[src/hw/rtl/afou_pkg.sv]
// Shared types, constants and the divider step for the alpha flatten / unpremultiply pipe.
package afou_pkg;

  localparam logic [7:0]  CHAN_MAX   = 8'd255;
  localparam logic [15:0] HALF_ROUND = 16'd127;

  localparam int CFG_IDX_W  = 3;
  localparam int CFG_DATA_W = 8;

  typedef enum logic [CFG_IDX_W-1:0] {
    REG_FLATTEN_MODE     = 3'd0,
    REG_BACKGROUND_RED   = 3'd1,
    REG_BACKGROUND_GREEN = 3'd2,
    REG_BACKGROUND_BLUE  = 3'd3,
    REG_SOURCE_PREMULT   = 3'd4,
    REG_BLUE_FIRST       = 3'd5
  } cfg_reg_t;

  typedef enum logic [1:0] {
    MODE_PASS,
    MODE_FLAT,
    MODE_UNPREMULT
  } mode_t;

  typedef struct packed {
    logic       flatten_mode;
    logic [7:0] background_red;
    logic [7:0] background_green;
    logic [7:0] background_blue;
    logic       source_premultiplied;
    logic       blue_first;
  } cfg_t;

  typedef struct packed {
    logic  en1;
    logic  en2;
    logic  en3;
    mode_t mode2;
  } pipe_ctrl_t;

  typedef struct packed {
    logic [7:0] rem;
    logic       qbit;
  } div_step_t;

  // One restoring step; the result is valid only if rem is below den on entry.
  function automatic div_step_t div_step(input logic [7:0] rem, input logic nbit,
                                         input logic [7:0] den);
    logic [8:0] trial;
    div_step_t  r;
    trial = {rem, nbit};
    if (trial >= {1'b0, den}) begin
      r.rem  = 8'(trial - {1'b0, den});
      r.qbit = 1'b1;
    end else begin
      r.rem  = trial[7:0];
      r.qbit = 1'b0;
    end
    return r;
  endfunction

endpackage

[src/hw/rtl/afou_cfg.sv]
// Configuration register file written through the plain write port.
module afou_cfg (
  input  logic                             clk,
  input  logic                             rst,
  input  logic                             cfg_write,
  input  logic [afou_pkg::CFG_IDX_W-1:0]   cfg_index,
  input  logic [afou_pkg::CFG_DATA_W-1:0]  cfg_data,
  output afou_pkg::cfg_t                   cfg
);
  import afou_pkg::*;

  always_ff @(posedge clk) begin
    if (rst) begin
      cfg <= '0;
    end else if (cfg_write) begin
      case (cfg_index)
        REG_FLATTEN_MODE:     cfg.flatten_mode         <= cfg_data[0];
        REG_BACKGROUND_RED:   cfg.background_red       <= cfg_data;
        REG_BACKGROUND_GREEN: cfg.background_green     <= cfg_data;
        REG_BACKGROUND_BLUE:  cfg.background_blue      <= cfg_data;
        REG_SOURCE_PREMULT:   cfg.source_premultiplied <= cfg_data[0];
        REG_BLUE_FIRST:       cfg.blue_first           <= cfg_data[0];
        default: ;
      endcase
    end
  end

endmodule

[src/hw/rtl/afou_chan.sv]
// Three-stage datapath for one color channel: blend over background, un-premultiply, or pass through.
module afou_chan (
  input  logic                 clk,
  input  afou_pkg::pipe_ctrl_t ctrl,
  input  logic [7:0]           c,
  input  logic [7:0]           a,
  input  logic [7:0]           bg,
  input  logic [7:0]           a_s1,
  input  logic [7:0]           a_s2,
  output logic [7:0]           result
);
  import afou_pkg::*;

  // stage 1
  logic [15:0] fsum1;
  logic [7:0]  rem1;
  logic [7:0]  nlo1;
  logic        sat1;
  logic [7:0]  c1;
  // stage 2
  logic [7:0]  fq2;
  logic [7:0]  rem2;
  logic [3:0]  nlo2;
  logic [3:0]  qhi2;
  logic        sat2;
  logic [7:0]  c2;

  logic [15:0] prod_ca;
  logic [15:0] prod_bg;
  logic [15:0] numer;
  logic [15:0] fdiv;
  logic [7:0]  rem_hi [5];
  logic [3:0]  q_hi;
  logic [7:0]  rem_lo [5];
  logic [3:0]  q_lo;
  div_step_t   st_hi [4];
  div_step_t   st_lo [4];
  logic [7:0]  result_next;

  assign prod_ca = {8'd0, c} * {8'd0, a};
  assign prod_bg = {8'd0, bg} * {8'd0, CHAN_MAX - a};
  assign numer   = ({c, 8'd0} - {8'd0, c}) + {9'd0, a[7:1]};

  always_ff @(posedge clk) begin
    if (ctrl.en1) begin
      fsum1 <= prod_ca + prod_bg + HALF_ROUND;
      rem1  <= numer[15:8];
      nlo1  <= numer[7:0];
      sat1  <= (c >= a);
      c1    <= c;
    end
  end

  // x / 255 for x = fsum1, which never exceeds 65152
  assign fdiv = fsum1 + 16'd1 + {8'd0, fsum1[15:8]};

  always_comb begin
    rem_hi[0] = rem1;
    for (int i = 0; i < 4; i++) begin
      st_hi[i]     = div_step(rem_hi[i], nlo1[7-i], a_s1);
      rem_hi[i+1]  = st_hi[i].rem;
      q_hi[3-i]    = st_hi[i].qbit;
    end
  end

  always_ff @(posedge clk) begin
    if (ctrl.en2) begin
      fq2  <= fdiv[15:8];
      rem2 <= rem_hi[4];
      nlo2 <= nlo1[3:0];
      qhi2 <= q_hi;
      sat2 <= sat1;
      c2   <= c1;
    end
  end

  always_comb begin
    rem_lo[0] = rem2;
    for (int i = 0; i < 4; i++) begin
      st_lo[i]     = div_step(rem_lo[i], nlo2[3-i], a_s2);
      rem_lo[i+1]  = st_lo[i].rem;
      q_lo[3-i]    = st_lo[i].qbit;
    end
  end

  always_comb begin
    case (ctrl.mode2)
      MODE_FLAT:      result_next = fq2;
      MODE_UNPREMULT: result_next = sat2 ? CHAN_MAX : {qhi2, q_lo};
      MODE_PASS:      result_next = c2;
      default:        result_next = c2;
    endcase
  end

  always_ff @(posedge clk) begin
    if (ctrl.en3) begin
      result <= result_next;
    end
  end

endmodule

[src/hw/rtl/alpha_flatten_or_unpremultiply.sv]
// Top level: config registers, pipeline control and three channel datapaths.
//
//  channel   signals                               direction
//  in        in_valid/in_ready, byte0..byte3       pixel into the block
//  out       out_valid/out_ready, out_byte0..3     processed pixel out
//  cfg       cfg_write, cfg_index, cfg_data        register writes, no wait
//
// Three register stages; one pixel per cycle sustained while out_ready stays high.
// The divider runs four restoring steps in each of stages two and three.
// Each stage has its own valid bit and loads when empty or when the next stage
// moves, so bubbles are squeezed out while the output waits for a transfer.
// Reset clears the valid bits and the config registers; data registers are not reset.
module alpha_flatten_or_unpremultiply (
  input  logic                            clk,
  input  logic                            rst,
  input  logic                            in_valid,
  output logic                            in_ready,
  input  logic [7:0]                      byte0,
  input  logic [7:0]                      byte1,
  input  logic [7:0]                      byte2,
  input  logic [7:0]                      byte3,
  output logic                            out_valid,
  input  logic                            out_ready,
  output logic [7:0]                      out_byte0,
  output logic [7:0]                      out_byte1,
  output logic [7:0]                      out_byte2,
  output logic [7:0]                      out_byte3,
  input  logic                            cfg_write,
  input  logic [afou_pkg::CFG_IDX_W-1:0]  cfg_index,
  input  logic [afou_pkg::CFG_DATA_W-1:0] cfg_data
);
  import afou_pkg::*;

  cfg_t       cfg;
  pipe_ctrl_t ctrl;

  logic       v1, v2;
  logic       ready1, ready2, ready3;
  mode_t      mode0, mode1, mode2;
  logic [7:0] a1, a2;
  logic [7:0] bg0, bg2;

  afou_cfg u_cfg (
    .clk       (clk),
    .rst       (rst),
    .cfg_write (cfg_write),
    .cfg_index (cfg_index),
    .cfg_data  (cfg_data),
    .cfg       (cfg)
  );

  assign ready3   = !out_valid || out_ready;
  assign ready2   = !v2 || ready3;
  assign ready1   = !v1 || ready2;
  assign in_ready = ready1;

  always_comb begin
    if (cfg.flatten_mode) begin
      mode0 = MODE_FLAT;
    end else if (cfg.source_premultiplied && byte3 != 8'd0) begin
      mode0 = MODE_UNPREMULT;
    end else begin
      mode0 = MODE_PASS;
    end
  end

  assign bg0 = cfg.blue_first ? cfg.background_blue : cfg.background_red;
  assign bg2 = cfg.blue_first ? cfg.background_red  : cfg.background_blue;

  always_ff @(posedge clk) begin
    if (rst) begin
      v1        <= 1'b0;
      v2        <= 1'b0;
      out_valid <= 1'b0;
    end else begin
      if (ready1) v1 <= in_valid;
      if (ready2) v2 <= v1;
      if (ready3) out_valid <= v2;
    end
  end

  always_ff @(posedge clk) begin
    if (ready1) begin
      mode1 <= mode0;
      a1    <= byte3;
    end
    if (ready2) begin
      mode2 <= mode1;
      a2    <= a1;
    end
    if (ready3) begin
      out_byte3 <= (mode2 == MODE_FLAT) ? CHAN_MAX : a2;
    end
  end

  assign ctrl.en1   = ready1;
  assign ctrl.en2   = ready2;
  assign ctrl.en3   = ready3;
  assign ctrl.mode2 = mode2;

  afou_chan u_chan0 (
    .clk    (clk),
    .ctrl   (ctrl),
    .c      (byte0),
    .a      (byte3),
    .bg     (bg0),
    .a_s1   (a1),
    .a_s2   (a2),
    .result (out_byte0)
  );

  afou_chan u_chan1 (
    .clk    (clk),
    .ctrl   (ctrl),
    .c      (byte1),
    .a      (byte3),
    .bg     (cfg.background_green),
    .a_s1   (a1),
    .a_s2   (a2),
    .result (out_byte1)
  );

  afou_chan u_chan2 (
    .clk    (clk),
    .ctrl   (ctrl),
    .c      (byte2),
    .a      (byte3),
    .bg     (bg2),
    .a_s1   (a1),
    .a_s2   (a2),
    .result (out_byte2)
  );

endmodule
[config.mk]
export PLATFORM = sky130hd
export DESIGN_NAME = alpha_flatten_or_unpremultiply
export DESIGN_NICKNAME = d
export VERILOG_FILES = /design/src/hw/rtl/afou_pkg.sv /design/src/hw/rtl/afou_cfg.sv /design/src/hw/rtl/afou_chan.sv /design/src/hw/rtl/alpha_flatten_or_unpremultiply.sv
export SDC_FILE = /design/constraint.sdc
export NUM_CORES = 2
export LEC_CHECK = 0
export BUFFER_PORTS_ARGS = -buffer_cell sky130_fd_sc_hd__clkbuf_2
export CORE_UTILIZATION = 50
export CTS_CLUSTER_SIZE = 25
export DETAILED_ROUTE_END_ITERATION = 7
export GPL_TIMING_DRIVEN = 0
export HOLD_SLACK_MARGIN = 0.02
export PLACE_DENSITY_LB_ADDON = 0.15
export SLEW_MARGIN = 25
export SYNTH_ARGS = -nofsm -noshare
export SYNTH_HDL_FRONTEND = slang
export SYNTH_SLANG_ARGS = --single-unit
[constraint.sdc]
create_clock -name clk -period 12.6 [get_ports clk]
set_clock_uncertainty 0.2 [all_clocks]
set_input_delay 2.52 -clock clk [delete_from_list [all_inputs] [get_ports clk]]
set_output_delay 2.52 -clock clk [all_outputs]
set_load 0.005 [all_outputs]
==> summary.txt <==
Global route
  – Antenna violations before repair: 0
  – Total Routing Usage GR: 26.32%
  – First-pass GRT wire length: 144.3 mm
  – GRT Max-Usage Layer: met2
  – GRT met1 Usage: 35.69%
  – Global-route track usage on met3: 3.656%
  – GRT met2 Usage: 43.89%
  – Vias in the first global route: 25542
  – Largest net degree at the start of global routing: 69
  – GR Overflow Total: 0

Setup path
  – Worst Setup End Kind: flip-flop
  – Critical Path Source: a2[1]
  – Crit-path slowest cell: edfxtp_1
  – Crit path required time: 12.70 ns
  – Crit-path max cell delay: 0.80 ns
  – Worst-path fanout max: 15
  – Most common cell on crit path: a21oi_1
  – WP data arrival: 11.10 ns
  – FF-to-FF Start: a2[1]
  – Delay-heaviest family, CP: compound AO/OA/AOI/OAI gates
  – Buffers plus inverters on the worst setup path: 5
  – CP Class: reg -> reg
  – Critical Path Source Type: flip-flop

Yosys
  – Register area share after synthesis: 24.95%
  – Ys async rst share: 0%
  – Predominant post-synthesis flop cell: edfxtp_1
  – Netlist cell types: 84
  – Mapped Nets: 4494
  – Syn Std Cell Area: 35390 sq um
  – Synth Instances: 3640
  – Flops & latches, synth: 304
  – Post-synthesis area per instance: 9.722 sq um
  – EDFF count, synth: 274
  – Syn. warnings: 0

Clock network
  – H-tree depth: 2
  – Cts hold-fix bufs: 0
  – Clock Tree Buf Depth: 3
  – CTS tree: built
  – TritonCTS Buffers: 37
  – Clock-pin slew on the worst setup and hold paths: 0.06 ns
  – Clk_lat worst skew: 0.56 ns
  – Clock sink total: 304
  – Root Buffer: clkbuf_16
  – Number of gates resized after CTS: 0
  – Post-CTS Setup Bufs: 0

Detailed routing
  – Iteration-0 DRC count of the detailed router: 1691
  – WL final: 91.51 mm
  – Drc violations: 2
  – WL/cell: 19.35 microns
  – Via count: 25969
  – Drt first pass iters: 7
  – Vias/cell: 5.490
  – DRT antenna net count: 0

Floorplan
  – I/O pin cnt: 82
  – Full die area: 71840 sq um
  – Row count: 97
  – Die X-Extent: 268.0 microns
  – Die Y-Extent: 268.0 microns
  – Initial Util: 50.53%
  – Core area: 70030 sq um

Min path
  – Class of the worst hold path: reg -> reg
  – Worst Hold Launch: u_chan0.c1[4]

STA
  – # setup viols final: 0
  – Setup TNS: 0 ns
  – Period Utilization, post-route: 87.33%
  – RSZ-0062 raised after global routing: false
  – Max-slew violations: 0
  – Fin. Hold Viols: 0
  – Slew margin rel.: 27.63%
  – Worst Tran Pin Value: 1.086 ns
  – Minimum clock period: 11.00 ns
  – Max Fclk: 90.88 MHz

Power and ir drop
  – Power density cells: 268.2 nW/um^2
  – Peak VDD IR: 0.2391 mV
  – P_leak: 17.65 nW
  – PnR Total Power: 10.26 mW

Place
  – Placed cell area: 37090 sq um
  – Placed cell count: 4663
  – Routability cong.: 0.9347
  – Port-buffer cells: 79
  – Detail Placement HPWL: 71.11 mm

Run status
  – Violated checks: design-rule violations
  – Status: complete, but fails checks

Job
  – Max-cap viol count: 0

Finish
  – Final nets: 4616
  – Share of cells above drive strength 1: 8.945%
  – Fin util: 54.64%
  – Most frequent cells in the layout: inv_1 (533), ha_1 (473), fa_1 (333)
  – Syn-to-layout area delta: 8.118%
  – Commonest non-fill, non-tap cell in the layout: inv_1
  – N_diodes: 0
  – Final instance area: 38260 sq um
  – Final Non-Filler Cells: 4730
==> Yosys cell counts (all sizes together) (22+ instances only) <==
master  count  area, sq um
inv       540         2027
ha        473         5918
fa        333         6666
nand2     301         1130
nor2      285         1070
edfxtp    274         8228
a21oi     156        799.5
xnor2     147         1287
o21ai     138        694.4
or2        90        563.0
nor2b      88        553.0
mux2       69        780.7
clkbuf     64        242.7
a21o       53        397.9
mux2i      53        530.5
nand2b     50        312.8
nor3       50        255.3
o21a       50        375.4
xor2       45        394.1
nand3      35        175.2
and2       33        206.5
dfxtp      30        600.6
nand4      27        168.9
a21boi     22        165.2
and3       22        142.6
==> flip-flops by register name, summed over array words and instances, names as in the netlist, 16 cells and up <==
name           cells
u_chan2.fsum1     16
u_chan1.fsum1     16
u_cfg.cfg         27
u_chan0.fsum1     16
==> metal layers <==
layer / share of wire (%) / up-vias / routed length [microns]
li1: - / 12522 / -
met4: 2.7 / 0 / 2503
met2: 47 / 646 / 43050
met1: 45 / 12676 / 41160
met3: 5.2 / 125 / 4796
met5: 0 / - / 0
==> final timing paths <==
check,to,slack [ns],cells past startpoint
setup / recovery,u_chan1.result[0],1.60,39
hold / removal,u_chan0.c2[4],0.21,0
hold reg to reg,u_chan0.c2[4],0.21,0
setup reg to reg,u_chan1.result[0],1.60,39
==> per-stage QoR <==
step | setup WS [ns] | hold WS, ns
5_1_grt | 0.8920 | 0.2122
6_report | 1.596 | 0.2110
3_3_place_gp | 1.522 | 0.2002
4_1_cts | 1.590 | 0.2088
2_1_floorplan | 3.475 | 0.2003
3_5_place_dp | 1.648 | 0.2045
==> cell type report <==
cell class | instances | area, sq um
Buffer | 79 | 319.1
Clock inverter | 21 | 185.2
Multi-Input combinational cell | 2711 | 24230
Sequential cell | 304 | 8828
Fill cell | 6456 | 31770
Tap cell | 940 | 1176
Clock buffer | 46 | 973.4
Inverter | 546 | 2054
Timing Repair Buffer | 83 | 498.0
==> logic make-up after synthesis <==
logic type	Yosys count	share of synthesized area [%]
buffers and inverters	625	6.686
muxes	122	3.705
adders and majority gates	806	35.56
AOI/OAI and AO/OA	559	10.31
xor gates and xnor gates	192	4.752
DFF	304	24.95
and+or+nand+nor	1032	14.04
==> power by group <==
part | switching [mW] | internal, mW | leakage, nW | total (mW)
logic | 4.08 | 3.45 | 13.9 | 7.53
registers | 0.156 | 1.54 | 3.15 | 1.69
clock network | 0.442 | 0.594 | 0.562 | 1.04
Power figures use the tool's default switching activity.
